File: src/mmh_pkg.sv
package mmh_pkg;

  // Message length counter width; lengths at or past 2^LEN_BITS set too_long
  localparam int LEN_BITS = 31;

  // Queue between front and back
  localparam int Q_DEPTH = 2;
  localparam int Q_PTR_W = (Q_DEPTH > 1) ? $clog2(Q_DEPTH) : 1;
  localparam int Q_CNT_W = $clog2(Q_DEPTH + 1);

  localparam logic [4:0] FULL_BYTES = 5'd16;
  localparam logic [4:0] WORD_BYTES = 5'd8;

  // Mixing and finalizer constants
  localparam logic [63:0] MIX_C1  = 64'h87c3_7b91_1142_53d5;
  localparam logic [63:0] MIX_C2  = 64'h4cf5_ad43_2745_937f;
  localparam logic [63:0] FIN_M1  = 64'hff51_afd7_ed55_8ccd;
  localparam logic [63:0] FIN_M2  = 64'hc4ce_b9fe_1a85_ec53;
  localparam logic [63:0] ADD_ONE = 64'h0000_0000_52dc_e729;
  localparam logic [63:0] ADD_TWO = 64'h0000_0000_3849_5ab5;

  // One classified block as it waits in the queue
  typedef struct packed {
    logic [63:0] lo;
    logic [63:0] hi;
    logic [4:0]  n;      // bytes added to the length
    logic        full;   // block mix, otherwise tail mix
    logic        last;
  } item_t;

  typedef enum logic [3:0] {
    B_IDLE,
    B_K1A,
    B_K1B,
    B_K2A,
    B_K2B,
    B_LANE1,
    B_LANE2,
    B_FIN0,
    B_FIN1,
    B_FA1,
    B_FA2,
    B_FB1,
    B_FB2,
    B_OUT
  } back_state_t;

  function automatic logic [63:0] rotl64(input logic [63:0] v, input int unsigned s);
    return (v << s) | (v >> (64 - s));
  endfunction

  function automatic logic [63:0] xshift33(input logic [63:0] v);
    return v ^ (v >> 33);
  endfunction

  // Keep the low n bytes of a word (all of them for n of 8 or more)
  function automatic logic [63:0] byte_mask(input logic [4:0] n);
    logic [63:0] m;
    m = '0;
    for (int i = 0; i < 8; i++) begin
      if (5'(i) < n) m[8*i +: 8] = 8'hff;
    end
    return m;
  endfunction

endpackage

File: src/mmh_front.sv
module mmh_front
  import mmh_pkg::*;
(
  input  logic        in_valid,
  input  logic        q_ready,
  input  logic [63:0] data_low,
  input  logic [63:0] data_high,
  input  logic [4:0]  byte_count,
  input  logic        last,
  output logic        push,
  output item_t       item
);

  logic [4:0] n_sat;
  logic [4:0] n_hi;
  logic       full;

  // Saturate the count and pick block or tail mix
  always_comb begin
    n_sat = (byte_count > FULL_BYTES) ? FULL_BYTES : byte_count;
    n_hi  = (n_sat > WORD_BYTES) ? n_sat - WORD_BYTES : 5'd0;
    full  = !last || (n_sat == FULL_BYTES);
  end

  // Mask bytes past the count; a zero word mixes to zero in the tail
  always_comb begin
    item.lo   = full ? data_low  : (data_low  & byte_mask(n_sat));
    item.hi   = full ? data_high : (data_high & byte_mask(n_hi));
    item.n    = last ? n_sat : FULL_BYTES;
    item.full = full;
    item.last = last;
  end

  assign push = in_valid && q_ready;

endmodule

File: config.mk
export PLATFORM = sky130hd
export DESIGN_NAME = mmh_front
export DESIGN_NICKNAME = d
export VERILOG_FILES = /design/src/mmh_pkg.sv /design/src/mmh_front.sv
export SDC_FILE = /design/constraint.sdc
export NUM_CORES = 1
export LEC_CHECK = 0
export ABC_AREA = 1
export BUFFER_PORTS_ARGS = -buffer_cell sky130_fd_sc_hd__clkbuf_2
export CORE_AREA = 2 2 104 106
export DETAILED_ROUTE_END_ITERATION = 10
export DIE_AREA = 0 0 106 108
export GPL_ROUTABILITY_DRIVEN = 0
export PLACE_DENSITY = 0.51
export SETUP_SLACK_MARGIN = 0.5
export SYNTH_ARGS = -nofsm -noshare
export SYNTH_HDL_FRONTEND = slang
export SYNTH_SLANG_ARGS = --single-unit
export TNS_END_PERCENT = 5
File: constraint.sdc
create_clock -name vclk -period 1
set_clock_uncertainty 0.2 [all_clocks]
set_input_delay 0.1 -clock vclk [all_inputs]
set_output_delay 0.1 -clock vclk [all_outputs]
set_load 0.02 [all_outputs]
# Yosys cells after proc, flatten, opt, wreduce, memory -nomap -nowiden
# Index checks and enable logic that the tools add are counted.
# word_totals
ff_bits	0
latchBits	0
mem_bits_rw	0
mem_bits_ro	0
in_bits	136
output_inout_bits	136
memories	0
# op_classes
n_addsub	1
multipliers	0
div	0
magnitude_cmp	18
eq_ne	1
n_shift	0
mux	21
bitwise	2
n_reduce_logical	3
# ops
op	count
$and A64 B64 Y64	2
$mux W64	2
$mux W8	16
$lt A3 B5 Y1 const A	8
$lt A1 B5 Y1 const A	4
$lt A2 B5 Y1 const A	4
$mux W5	3
$eq A5 B5 Y1 const B	1
$gt A5 B4 Y1 const B	1
$gt A5 B5 Y1 const B	1
$sub A5 B4 Y5 const B	1
$logic_and A1 B1 Y1	1
$logic_not A1 Y1	1
$logic_or A1 B1 Y1	1

# Depth between registers and ports, before layout
# depth
word_depth	8
mapped_depth	6
mapped_depth_nobuf	6

# Worst setup path after synthesis
# No wires, ideal clock.
# synth_timing
path_type	input to output
from	in byte_count[4]
to	out item[119] (netlist name)
t_arrival_ns	0.891
required_ns	0.700
path_slack_ns	-0.191
stages	3
n_path_buf	0
cell_sequence	inv_2 -> nand4_1 -> a21boi_0
# synth_rtl
element	line_no	text
start, declared	mmh_front.sv:8	input logic [4:0] byte_count,
end, declared	mmh_front.sv:11	output item_t item

==> results.md <==
- The largest fanout on the critical path is 5.
- Clock buffers in the final layout number 0.
- Once placement completed, the tool counted placed cells totaling 725.
- After detailed placement, the total cell area comes to 3040 µm².
- After detailed routing, the total wire length is 7720 µm.
- The global-route met2 utilization is 22.4%.
- The met3 demand-to-capacity share in global routing is 1.33%.
- The final reports fail on setup timing.
- The die is 108 µm tall.
- Counting every instance in the synthesized netlist gives 301.
- The first global-routing pass estimated 10,300 µm of wire.
- Each instance of the synthesized netlist takes up on average 4.13 µm².
- The synthesized design spends more area on one cell type than any other, namely sky130_fd_sc_hd__inv_1.
- The cell depth of the worst min-delay path is 4.
- Summing over every cut layer, the via total after detailed routing is 2,620.
- The antenna diode count is 0.
- The filler cells instantiated in the layout total 1,102.
- The overall track demand over capacity in global routing is 10.9%.
- The maximum vdd ir drop is 177 µV.
- The die area is 11,400 µm².
- The worst slew margin relative to its limit is 82.8%.
- Sequential cells were found to cover 0% of the synthesized design area.
- Setup repair after global routing could not meet its margin everywhere.
- The residual overflow from global routing is 0.
- The final cell count without fillers is ~730.
- STA classifies the critical path endpoint as an output pin.
- The count of nets left with antenna violations once routing finished came out at 0.
- The final-report hold violation count came to 0.
- The worst hold path begins at in_valid.
- The detail-routed via count per cell is 3.58.
- The type of the most critical hold path is input port to output pin.
- On the critical path, the stage with the largest delay is an instance of sky130_fd_sc_hd__nor2_4.
- The top achievable clock speed is between 700 and 800 MHz.
- Once detailed placement completed, the half-perimeter wirelength came to approximately 6500 µm.
- The floorplan core area is roughly 10,000 µm².
- The max capacitance violation total is 0.
- STA puts the critical path data arrival time at 1.02 ns.
- The final count of pins violating max slew was 0.
- The static leakage is 2.56 nW.
- The die boundary width is 106 µm.
- The average wire length per cell after detail routing is 10.5 µm.
- The worst setup path category is input port to output pin.
- With fillers left out, the area of the finished cells amounts to 3790 µm².
- The capture endpoint of the worst hold path is push.
- The final net count is between 700 and 800.
- The sequential cells in the finished layout cover a total of 0 µm².
- Setup slack on the critical path of the routed design comes to -0.320 ns.
- The critical path contains buffers and inverters numbering 3 combined.
- For this configuration, the core starts out at a cell density of 12.1%.
- The utilization after layout is between 30 and 40%.
- The detailed router finished its first iteration with 48 violations.
- The largest delay contributor family on the critical path is simple AND/OR/NAND/NOR gates.
- Data on the critical path is required at its endpoint by 0.70 ns.
- The detailed-routing iteration count for the pre-antenna-repair pass is 4.
- After synthesis, the cell types taking the most area are sky130_fd_sc_hd__inv_1 (39%), sky130_fd_sc_hd__nor2_1 (26%), sky130_fd_sc_hd__nand2_1 (11%).
- The largest net degree at the start of global routing is 18.
- The global routing stage identified its most utilized layer as met2.
- Summing every instance area after synthesis gives 1240 µm².
- The maximum single-stage delay on the critical path is 0.18 ns.
- The warning count from the yosys run is 0.
- Synthesis produced a netlist with a net count of around 440.
- about 270 I/O pins were placed.
- The number of flip-flops and latches is 0.
- The via count of the first global-routing pass was 2,170.
- The post-route DRC violation count is 0.
- Setup violations remaining at the end of the flow were counted as ~130.
- Subtracting the final worst setup slack from the clock period gives 1.32 ns.
- The critical path goes through buf_12 -> nor2_4 -> nand2_4 -> nor2_4 -> buf_6 -> nor2_2 -> buf_6.
- The flow ran to the end, but the final reports show violations.
- The number of cell rows is 37.
- The area of the multi-input gates is 1030 µm².
- For met1 alone, demand over resource in global routing was 12.6%.
- The fraction of synthesized cell area taken by the top area cell type is between 30% and 40%.
- The slew at the pin with the worst max-slew slack is 0.258 ns.
- STA classifies the critical path startpoint as an input port.
- The final worst-path cycle share is 132%.
- Of the cells placed in the final design, the portion with a size suffix greater than 1 is 63.9%.
- The depth of the critical timing path with buffers and inverters included is 7.
- The setup TNS is -34.16 ns.
- The number of buffers added on ports is 272.
- Power spread over the standard cell area amounts to 526 nW/µm².
- The area growth from synthesis to layout is 205%.
- The number of antenna violations at the first check in global routing is 0.
- The unique cell type count in the Yosys netlist is 18.
-- worst max path at each step --
stage | startpoint | to | slack, ns
after floorplan | byte_count[2] | item[11] | -0.12
after global placement | byte_count[4] | item[25] | -0.54
after detailed placement | byte_count[4] | item[28] | -0.62
after CTS | byte_count[3] | item[93] | -0.35
after global routing | byte_count[4] | item[23] | -0.38
final | byte_count[4] | item[23] | -0.32
-- logic make-up (layout without fill, tap and decap cells) --
kind of cell / Yosys count / count (layout) / synth area share (%)
compound gates: 28 / 28 / 14.1
simple gates: 134 / 134 / 42.9
buf+inv: 139 / 434 / 43.0
-- layout by cell type (no fill, tap or decap), types with 2 or more instances in the layout --
| cell | count |
|---|---|
| sky130_fd_sc_hd__buf_8 | 3 |
| sky130_fd_sc_hd__inv_1 | 123 |
| sky130_fd_sc_hd__a21oi_2 | 13 |
| sky130_fd_sc_hd__clkbuf_8 | 3 |
| sky130_fd_sc_hd__clkbuf_4 | 2 |
| sky130_fd_sc_hd__clkbuf_2 | 193 |
| sky130_fd_sc_hd__a21boi_1 | 4 |
| sky130_fd_sc_hd__nor2_4 | 11 |
| sky130_fd_sc_hd__buf_2 | 16 |
| sky130_fd_sc_hd__a21boi_2 | 4 |
| sky130_fd_sc_hd__clkbuf_16 | 3 |
| sky130_fd_sc_hd__o21ai_2 | 2 |
| sky130_fd_sc_hd__nand3_4 | 2 |
| sky130_fd_sc_hd__nand2_2 | 4 |
| sky130_fd_sc_hd__nand3_2 | 3 |
| sky130_fd_sc_hd__nor2_2 | 20 |
| sky130_fd_sc_hd__buf_4 | 33 |
| sky130_fd_sc_hd__nor2_1 | 59 |
| sky130_fd_sc_hd__inv_2 | 6 |
| sky130_fd_sc_hd__buf_6 | 42 |
| sky130_fd_sc_hd__nand2_4 | 7 |
| sky130_fd_sc_hd__inv_6 | 2 |
| sky130_fd_sc_hd__nand2_1 | 25 |
| sky130_fd_sc_hd__buf_12 | 6 |
| sky130_fd_sc_hd__a21oi_1 | 3 |
-- cells in the mapped netlist (all sizes together) --
cell,number
a21boi,8
nand3,5
buf,6
nand4,1
a21oi,17
nor2,90
nand2,37
inv,133
o21ai,3
nor3,1
-- report_power, final --
| group | internal, mW | total, mW | switching (mW) |
|---|---|---|---|
| registers | 0 | 0 | 0 |
| clock network | 0 | 0 | 0 |
| logic | 0.889 | 1.99 | 1.10 |
| total | 0.889 | 1.99 | 1.10 |
-- final cells by class --
class / instances / share of cell area, %
inverter: 133 / 14.0
tap: 136 / 4.49
timing repair buffer: 301 / 54.4
multi-input combinational: 162 / 27.2
-- metal layers --
metal  wire length, µm  vias up  share of wire [%]
li1                  -     1399                  -
met1              2840     1081                 37
met2              4300      140                 56
met3               572        0                7.4
met4                 0        0                  0
met5                 0        -                  0
-- what timing repair did --
| item | CTS | global route |
|---|---|---|
| resized for setup | 62 | 199 |
| buffers inserted | 0 | 5 |
| endpoints found under the setup margin | 136 | 136 |
| pin swaps | 10 | 20 |
| cloned | 0 | 2 |
| hold buffers | 0 | 0 |
-- worst min-delay path: stages --
cell and delay [ns]:
sky130_fd_sc_hd__buf_6 0.07, sky130_fd_sc_hd__nand2_2 0.04, sky130_fd_sc_hd__inv_2 0.05, sky130_fd_sc_hd__buf_8 0.10
-- through the flow --
step	worst slack [ns]	hold slack (ns)	power (mW)
global route	-0.381	0.272	2.14
CTS	-0.348	0.290	1.75
floorplan	-0.120	0.101	0.907
global placement	-0.542	0.288	1.65
detailed placement	-0.619	0.289	1.65
finish	-0.320	0.261	1.99
(Power assumes the default switching activity.)
