[src/mmh_pkg.sv]
package mmh_pkg;

  // Message length counter width; lengths at or past 2^LEN_BITS set too_long
  localparam int LEN_BITS = 31;

  // Queue between front and back
  localparam int Q_DEPTH = 2;
  localparam int Q_PTR_W = (Q_DEPTH > 1) ? $clog2(Q_DEPTH) : 1;
  localparam int Q_CNT_W = $clog2(Q_DEPTH + 1);

  localparam logic [4:0] FULL_BYTES = 5'd16;
  localparam logic [4:0] WORD_BYTES = 5'd8;

  // Mixing and finalizer constants
  localparam logic [63:0] MIX_C1  = 64'h87c3_7b91_1142_53d5;
  localparam logic [63:0] MIX_C2  = 64'h4cf5_ad43_2745_937f;
  localparam logic [63:0] FIN_M1  = 64'hff51_afd7_ed55_8ccd;
  localparam logic [63:0] FIN_M2  = 64'hc4ce_b9fe_1a85_ec53;
  localparam logic [63:0] ADD_ONE = 64'h0000_0000_52dc_e729;
  localparam logic [63:0] ADD_TWO = 64'h0000_0000_3849_5ab5;

  // One classified block as it waits in the queue
  typedef struct packed {
    logic [63:0] lo;
    logic [63:0] hi;
    logic [4:0]  n;      // bytes added to the length
    logic        full;   // block mix, otherwise tail mix
    logic        last;
  } item_t;

  typedef enum logic [3:0] {
    B_IDLE,
    B_K1A,
    B_K1B,
    B_K2A,
    B_K2B,
    B_LANE1,
    B_LANE2,
    B_FIN0,
    B_FIN1,
    B_FA1,
    B_FA2,
    B_FB1,
    B_FB2,
    B_OUT
  } back_state_t;

  function automatic logic [63:0] rotl64(input logic [63:0] v, input int unsigned s);
    return (v << s) | (v >> (64 - s));
  endfunction

  function automatic logic [63:0] xshift33(input logic [63:0] v);
    return v ^ (v >> 33);
  endfunction

  // Keep the low n bytes of a word (all of them for n of 8 or more)
  function automatic logic [63:0] byte_mask(input logic [4:0] n);
    logic [63:0] m;
    m = '0;
    for (int i = 0; i < 8; i++) begin
      if (5'(i) < n) m[8*i +: 8] = 8'hff;
    end
    return m;
  endfunction

endpackage

[src/mmh_queue.sv]
module mmh_queue
  import mmh_pkg::*;
(
  input  logic  clk,
  input  logic  rst,
  input  logic  push,
  input  item_t wr_item,
  output logic  wr_ready,
  input  logic  pop,
  output logic  rd_valid,
  output item_t rd_item
);

  item_t              mem [Q_DEPTH];
  logic [Q_PTR_W-1:0] wr_ptr;
  logic [Q_PTR_W-1:0] rd_ptr;
  logic [Q_CNT_W-1:0] cnt;

  function automatic logic [Q_PTR_W-1:0] ptr_inc(input logic [Q_PTR_W-1:0] p);
    return (p == Q_PTR_W'(Q_DEPTH - 1)) ? '0 : p + 1'b1;
  endfunction

  assign wr_ready = (cnt != Q_CNT_W'(Q_DEPTH));
  assign rd_valid = (cnt != '0);
  assign rd_item  = mem[rd_ptr];

  // Advance pointers and occupancy
  always_ff @(posedge clk) begin
    if (rst) begin
      wr_ptr <= '0;
      rd_ptr <= '0;
      cnt    <= '0;
    end else begin
      if (push) wr_ptr <= ptr_inc(wr_ptr);
      if (pop)  rd_ptr <= ptr_inc(rd_ptr);
      if (push && !pop)      cnt <= cnt + 1'b1;
      else if (pop && !push) cnt <= cnt - 1'b1;
    end
  end

  // Store entries
  always_ff @(posedge clk) begin
    if (push) mem[wr_ptr] <= wr_item;
  end

endmodule

[config.mk]
export PLATFORM = sky130hd
export DESIGN_NAME = mmh_queue
export DESIGN_NICKNAME = d
export VERILOG_FILES = /design/src/mmh_pkg.sv /design/src/mmh_queue.sv
export SDC_FILE = /design/constraint.sdc
export NUM_CORES = 1
export LEC_CHECK = 0
export BUFFER_PORTS_ARGS = -buffer_cell sky130_fd_sc_hd__buf_4
export CELL_PAD_IN_SITES_DETAIL_PLACEMENT = 0
export CELL_PAD_IN_SITES_GLOBAL_PLACEMENT = 1
export CORE_MARGIN = 3
export CORE_UTILIZATION = 44
export CTS_CLUSTER_SIZE = 30
export DETAILED_ROUTE_END_ITERATION = 10
export PLACE_DENSITY = 0.87
export RECOVER_POWER = 50
export SYNTH_ARGS = -nofsm -noshare
export SYNTH_HDL_FRONTEND = slang
export SYNTH_SLANG_ARGS = --single-unit
[constraint.sdc]
create_clock -name clk -period 10.75 [get_ports clk]
set_clock_uncertainty 0.15 [all_clocks]
set_input_delay 2.15 -clock clk [delete_from_list [all_inputs] [get_ports clk]]
set_output_delay 2.15 -clock clk [all_outputs]
set_load 0.005 [all_outputs]
# Word level (Yosys, flattened, before mapping)
# Memory sizes are Yosys's and may differ from the RTL's. A register that Yosys moved wholly into a read port is not among the register bits.
# Index checks and enable logic that the tools add are counted.
# totals
reg_bits,4
mem_bits_rw,270
input_bits,139
out_inout_bits,137
word_cells,23
mem_count,1
# memory_table
name,depth,word_bits,read_ports,rd_ports_with_merged_regs,wr,line_no,rtl
mem,2,135,1,1,1,mmh_queue.sv:14,item_t mem [Q_DEPTH];
# classes
n_addsub,4
eq_ne,1
muxes,8
n_reduce_logical,6
# op_table
op,count
two-way mux 1 bit,6
two-way mux 2 bit,2
nonzero test 2 bit,2
"adder 1 bit, second input constant",2
"adder 2 x 1 -> 2 bit, second input constant",1
logical AND 1 bit,2
logical NOT 1 bit,2
"inequality test 2 bit, second input constant",1
"subtractor 2 x 1 -> 2 bit, second input constant",1

# Depth between registers and ports, before layout
# logic_depth
word_depth,4
depth_mapped,5
depth_no_buf,5

# Worst setup path before layout
# No wires, ideal clock.
# synth_timing
kind,input to register
from,input port push
to,"memory mem[0][0] in the netlist's numbering, enable pin"
setup_time_ns,0.647
t_arrival_ns,7.997
required_ns,9.953
path_slack_ns,1.956
path_stages,1
path_buffers,0
path_cell_list,nor2b_1
# synth_via
elab_chain_cells,2
# synth_rtl
element,line_no,rtl
"start, declared",mmh_queue.sv:6,"input logic push,"
two-way mux 1 bit,mmh_queue.sv:43,if (push) mem[wr_ptr] <= wr_item;
two-way mux 1 bit (implied by the code),mmh_queue.sv:43,
"end, declared",mmh_queue.sv:14,
# No other way between the ends.

# Worst setup path in the final report
# layout_timing
from,input port push
to,"memory mem[1][44] in the netlist's numbering, enable pin"
# Same word-level chain as after synthesis.

==> run summary <==
The run gives 1 as the initial antenna violation count. The count of standard-cell rows is 54. For this configuration, the core starts out at a cell density of 45.63%.

In the final routed layout, each cell accounts on average for 19.05 µm. The setup slack on the worst flop-to-flop path was 5.76 ns. Data on the critical path is required at its endpoint by 10.75 ns. The tools report the sum of routed wire segments on met1 as 7408 µm. Cells with a size suffix above 1 make up 54.49% of the layout. The area fraction of the dominant cell type after synthesis works out to 79.94%.

Setup repair after global routing left no endpoint under its margin. For this design the static power due to leakage is 4.930 nW. The biggest area contributor in the post-synthesis netlist is sky130_fd_sc_hd__edfxtp_1. For this block, the initial DRC count from the detailed router was 242.

Timing would allow up to 156.1 MHz. The tools report the master cell of the clock root buffer as sky130_fd_sc_hd__clkbuf_16. The final reports fail on max-capacitance violations, max-slew violations.

Cell with the largest stage delay on the worst path: sky130_fd_sc_hd__and2_0. Clock-pin slew was measured on the worst setup and hold paths at 0.07 ns. STA puts the critical path data arrival time at 6.40 ns. The final weighted congestion in routability-driven placement was 0.7351. The tightest min-delay check is of the flop to flop type. The run gives 1942 µm as the total length of routed met3 wires. Post-CTS timing repair inserted 0 buffers for setup. For the CTS H-tree depth, the log shows 1. Global routing used 15.04% of the available tracks across all layers. The ratio of final minimum period to clock period is 59.58%.

The transition time at the pin with the least slew margin was 3.946 ns; the final design utilization was 59.49%. Relative to the synthesized area, the layout overhead comes to 30.38%. For the finished layout, the period the worst path requires is 6.405 ns. The tools report the number of unique standard cell types used by synthesis as 18. For the final global-route overflow total, the log shows 0. For the worst-skew pair, the clock arrives at the later sink with an insertion delay of 0.53 ns. The class of the most critical setup path is primary input to flop. The worst setup path is captured at a flop. Maximum number of pins on one net before global-route repair: 77. Power density over the cells: 188.9 nW/µm². Walking the worst path, the cells encountered are clkbuf_1 > and2_0 > buf_4. The number of global-route vias before repair came out at 5386.

The adder and majority cell fraction of the synthesized area was 0.1234%; the number of warning messages in the yosys log was 0. The number of flops mapped to enable cells by yosys was 270. The wire-length estimate of the detail-placed layout is 13470 µm.

The multi-input combinational cells in the finished layout cover a total of 1812 µm². The critical path's largest stage delay is 2.83 ns. The first-pass GRT wire length came out at 29190 µm. Dividing the synthesized area by the synthesized cell count gives 22.95 µm². STA classifies the critical path startpoint as a primary input.

The run gives 122 as the max-slew violation count. The setup total negative slack was 0 ns; the final net count was 876. After synthesis, the largest family of logic cells by area is multiplexers. Across the run, the number of max-cap violations was 2.

TritonCTS built the clock tree. In the routed design, unresolved DRC markers number 0. For the share of synthesized area occupied by flip-flops and latches, the log shows 80.93%. Yosys instantiated no cell more often than sky130_fd_sc_hd__edfxtp_1.

The total via count in the routed design was 5089. The total of fill cells in the finished design was 1622; the height of the die was 157.8 µm. The post-synthesis mux area share is 16.84%. The post-cts repair resize count is 0, and the share of synthesized registers carrying an async set or reset is 0%. Of the total synthesized cell area, the portion taken by AND, OR, NAND and NOR gates is 0.4565%. For this design, the CTS-stage hold fixing added 0 buffers. Clock tree synthesis found a total of 275 sinks. Among all flip-flop cells after synthesis, the most frequent one is sky130_fd_sc_hd__edfxtp_1. The overall routed net length is 19800 µm, and the sum of buffers and inverters on the critical path is 2. The run gives 442 as the gate count of the mapped netlist. The count of buffers added on input and output ports is 275.

On the critical path the largest part of the delay comes from simple AND/OR/NAND/NOR gates. Of all nets on the critical path, the largest fanout is 76. The number of nets in the synthesized netlist is 582, and the final setup violation count is 0. The floorplan step defined a die boundary enclosing 24910 µm². The logs give 4 for the iteration count of the initial detailed-routing pass and 0.002498 W for the total power. The flow ran to the end, but the final reports show violations. Routed signal wires occupy layers up through met4. The placeable core region was 22230 µm². The via density per instance was 4.898.

The cell area that synthesis handed to floorplanning was 10140 µm². Complex-gate fraction of the synthesized area: 0.09869%. The tools report the total count of hold-check failures in the final report as 0. Total length of routed met2 wires: 9850 µm. The run gives 0 as the remaining antenna violation count after routing. The sequential cell area came out at 8212 µm². After synthesis the netlist holds a flip-flop and latch count of 275. By count the netlist is led by sky130_fd_sc_hd__edfxtp_1 (270), sky130_fd_sc_hd__mux2_2 (85), sky130_fd_sc_hd__mux2_4 (50).

The relative slew slack was -163.1%. After Yosys synthesis, XOR and XNOR cells account for 0.3454% of the synthesized area. The tools report the count of pins on the block boundary as 276. Counting along the longest clock path gives a buffer depth of 3. IR analysis of the VDD net gives a maximum drop of 144.2 µV.

The run gives 0.3521 ns as the minimum hold slack. Ranked by total cell area, the synthesized netlist is headed by sky130_fd_sc_hd__edfxtp_1 (80%), sky130_fd_sc_hd__mux2_2 (9.4%), sky130_fd_sc_hd__mux2_4 (7.4%). The tools report the TritonCTS buffer count as 28. The horizontal die dimension was 157.8 µm.
final timing paths:
path                           to  depth (start not counted)           startpoint
max          mem[1][44]$_DFFE_PP_                          3                 push
min           cnt[1]$_SDFFE_PP0P_                          2  cnt[1]$_SDFFE_PP0P_
max reg2reg  mem[1][44]$_DFFE_PP_                          2  wr_ptr$_SDFFE_PP0P_
min reg2reg   cnt[1]$_SDFFE_PP0P_                          2  cnt[1]$_SDFFE_PP0P_
per-stage QoR:
| step | cells | instance area [µm²] | setup slack, ns |
|---|---|---|---|
| 2_1_floorplan | 442 | 10140 | 1.956 |
| 3_3_place_gp | 986 | 12480 | 5.950 |
| 3_5_place_dp | 986 | 12480 | 5.862 |
| 4_1_cts | 1038 | 13400 | 5.277 |
| 5_1_grt | 1039 | 13220 | 3.826 |
| 6_report | 1039 | 13220 | 4.345 |
cell families (layout without fill, tap and decap cells):
logic type,count (synthesis),in the layout
AOI/OAI and AO/OA,2,2
xor gates and xnor gates,4,4
adders and majority gates,1,1
buffers and inverters,16,332
DFF,275,275
muxes,135,135
other,0,1
and+or+nand+nor,9,9
metal layers:
| layer | global-route usage [%] | vias up |
|---|---|---|
| li1 | - | 2349 |
| met1 | 17.89 | 2485 |
| met2 | 25.50 | 212 |
| met3 | 5.413 | 43 |
| met4 | 5.124 | 0 |
| met5 | 0 | - |
final cells by class:
type / instances / area share (%)
inverters: 1 / 0.02838
flip-flops and latches: 275 / 62.10
diodes: 1 / 0.01892
multi-input cells: 151 / 13.70
well taps: 280 / 2.649
repair buffers: 279 / 14.56
clock buffers: 34 / 5.705
clock inverters: 18 / 1.239
cell usage in the layout, fill, tap and decap left out, types with 2 or more instances in the layout:
cell,Yosys,layout
sky130_fd_sc_hd__buf_4,0,141
sky130_fd_sc_hd__bufinv_16,0,3
sky130_fd_sc_hd__clkbuf_1,0,49
sky130_fd_sc_hd__clkbuf_16,0,29
sky130_fd_sc_hd__clkbuf_4,0,93
sky130_fd_sc_hd__clkinv_1,0,6
sky130_fd_sc_hd__clkinv_2,0,7
sky130_fd_sc_hd__dfxtp_1,5,4
sky130_fd_sc_hd__edfxtp_1,270,270
sky130_fd_sc_hd__mux2_2,85,85
sky130_fd_sc_hd__mux2_4,50,50
sky130_fd_sc_hd__nor2_1,4,4
sky130_fd_sc_hd__xnor2_1,2,2
sky130_fd_sc_hd__xor2_1,2,2
report_power, final:
part | internal (W) | switching [W]
Combinational | 0.000161 | 0.000110
Clock | 0.000569 | 0.000375
Sequential | 0.00126 | 0.0000265
worst register-to-register path, stage by stage, from the launching register on:
cell,delay [ns]
sky130_fd_sc_hd__dfxtp_1,0.37
sky130_fd_sc_hd__and2_0,2.83
sky130_fd_sc_hd__buf_4,1.16
flip-flops by register name, summed over array words and instances (netlist names), named ones only:
register  cells
rd_ptr        1
wr_ptr        1
mem         270
cnt           2
Note: power is estimated with default switching activity, not from simulation.
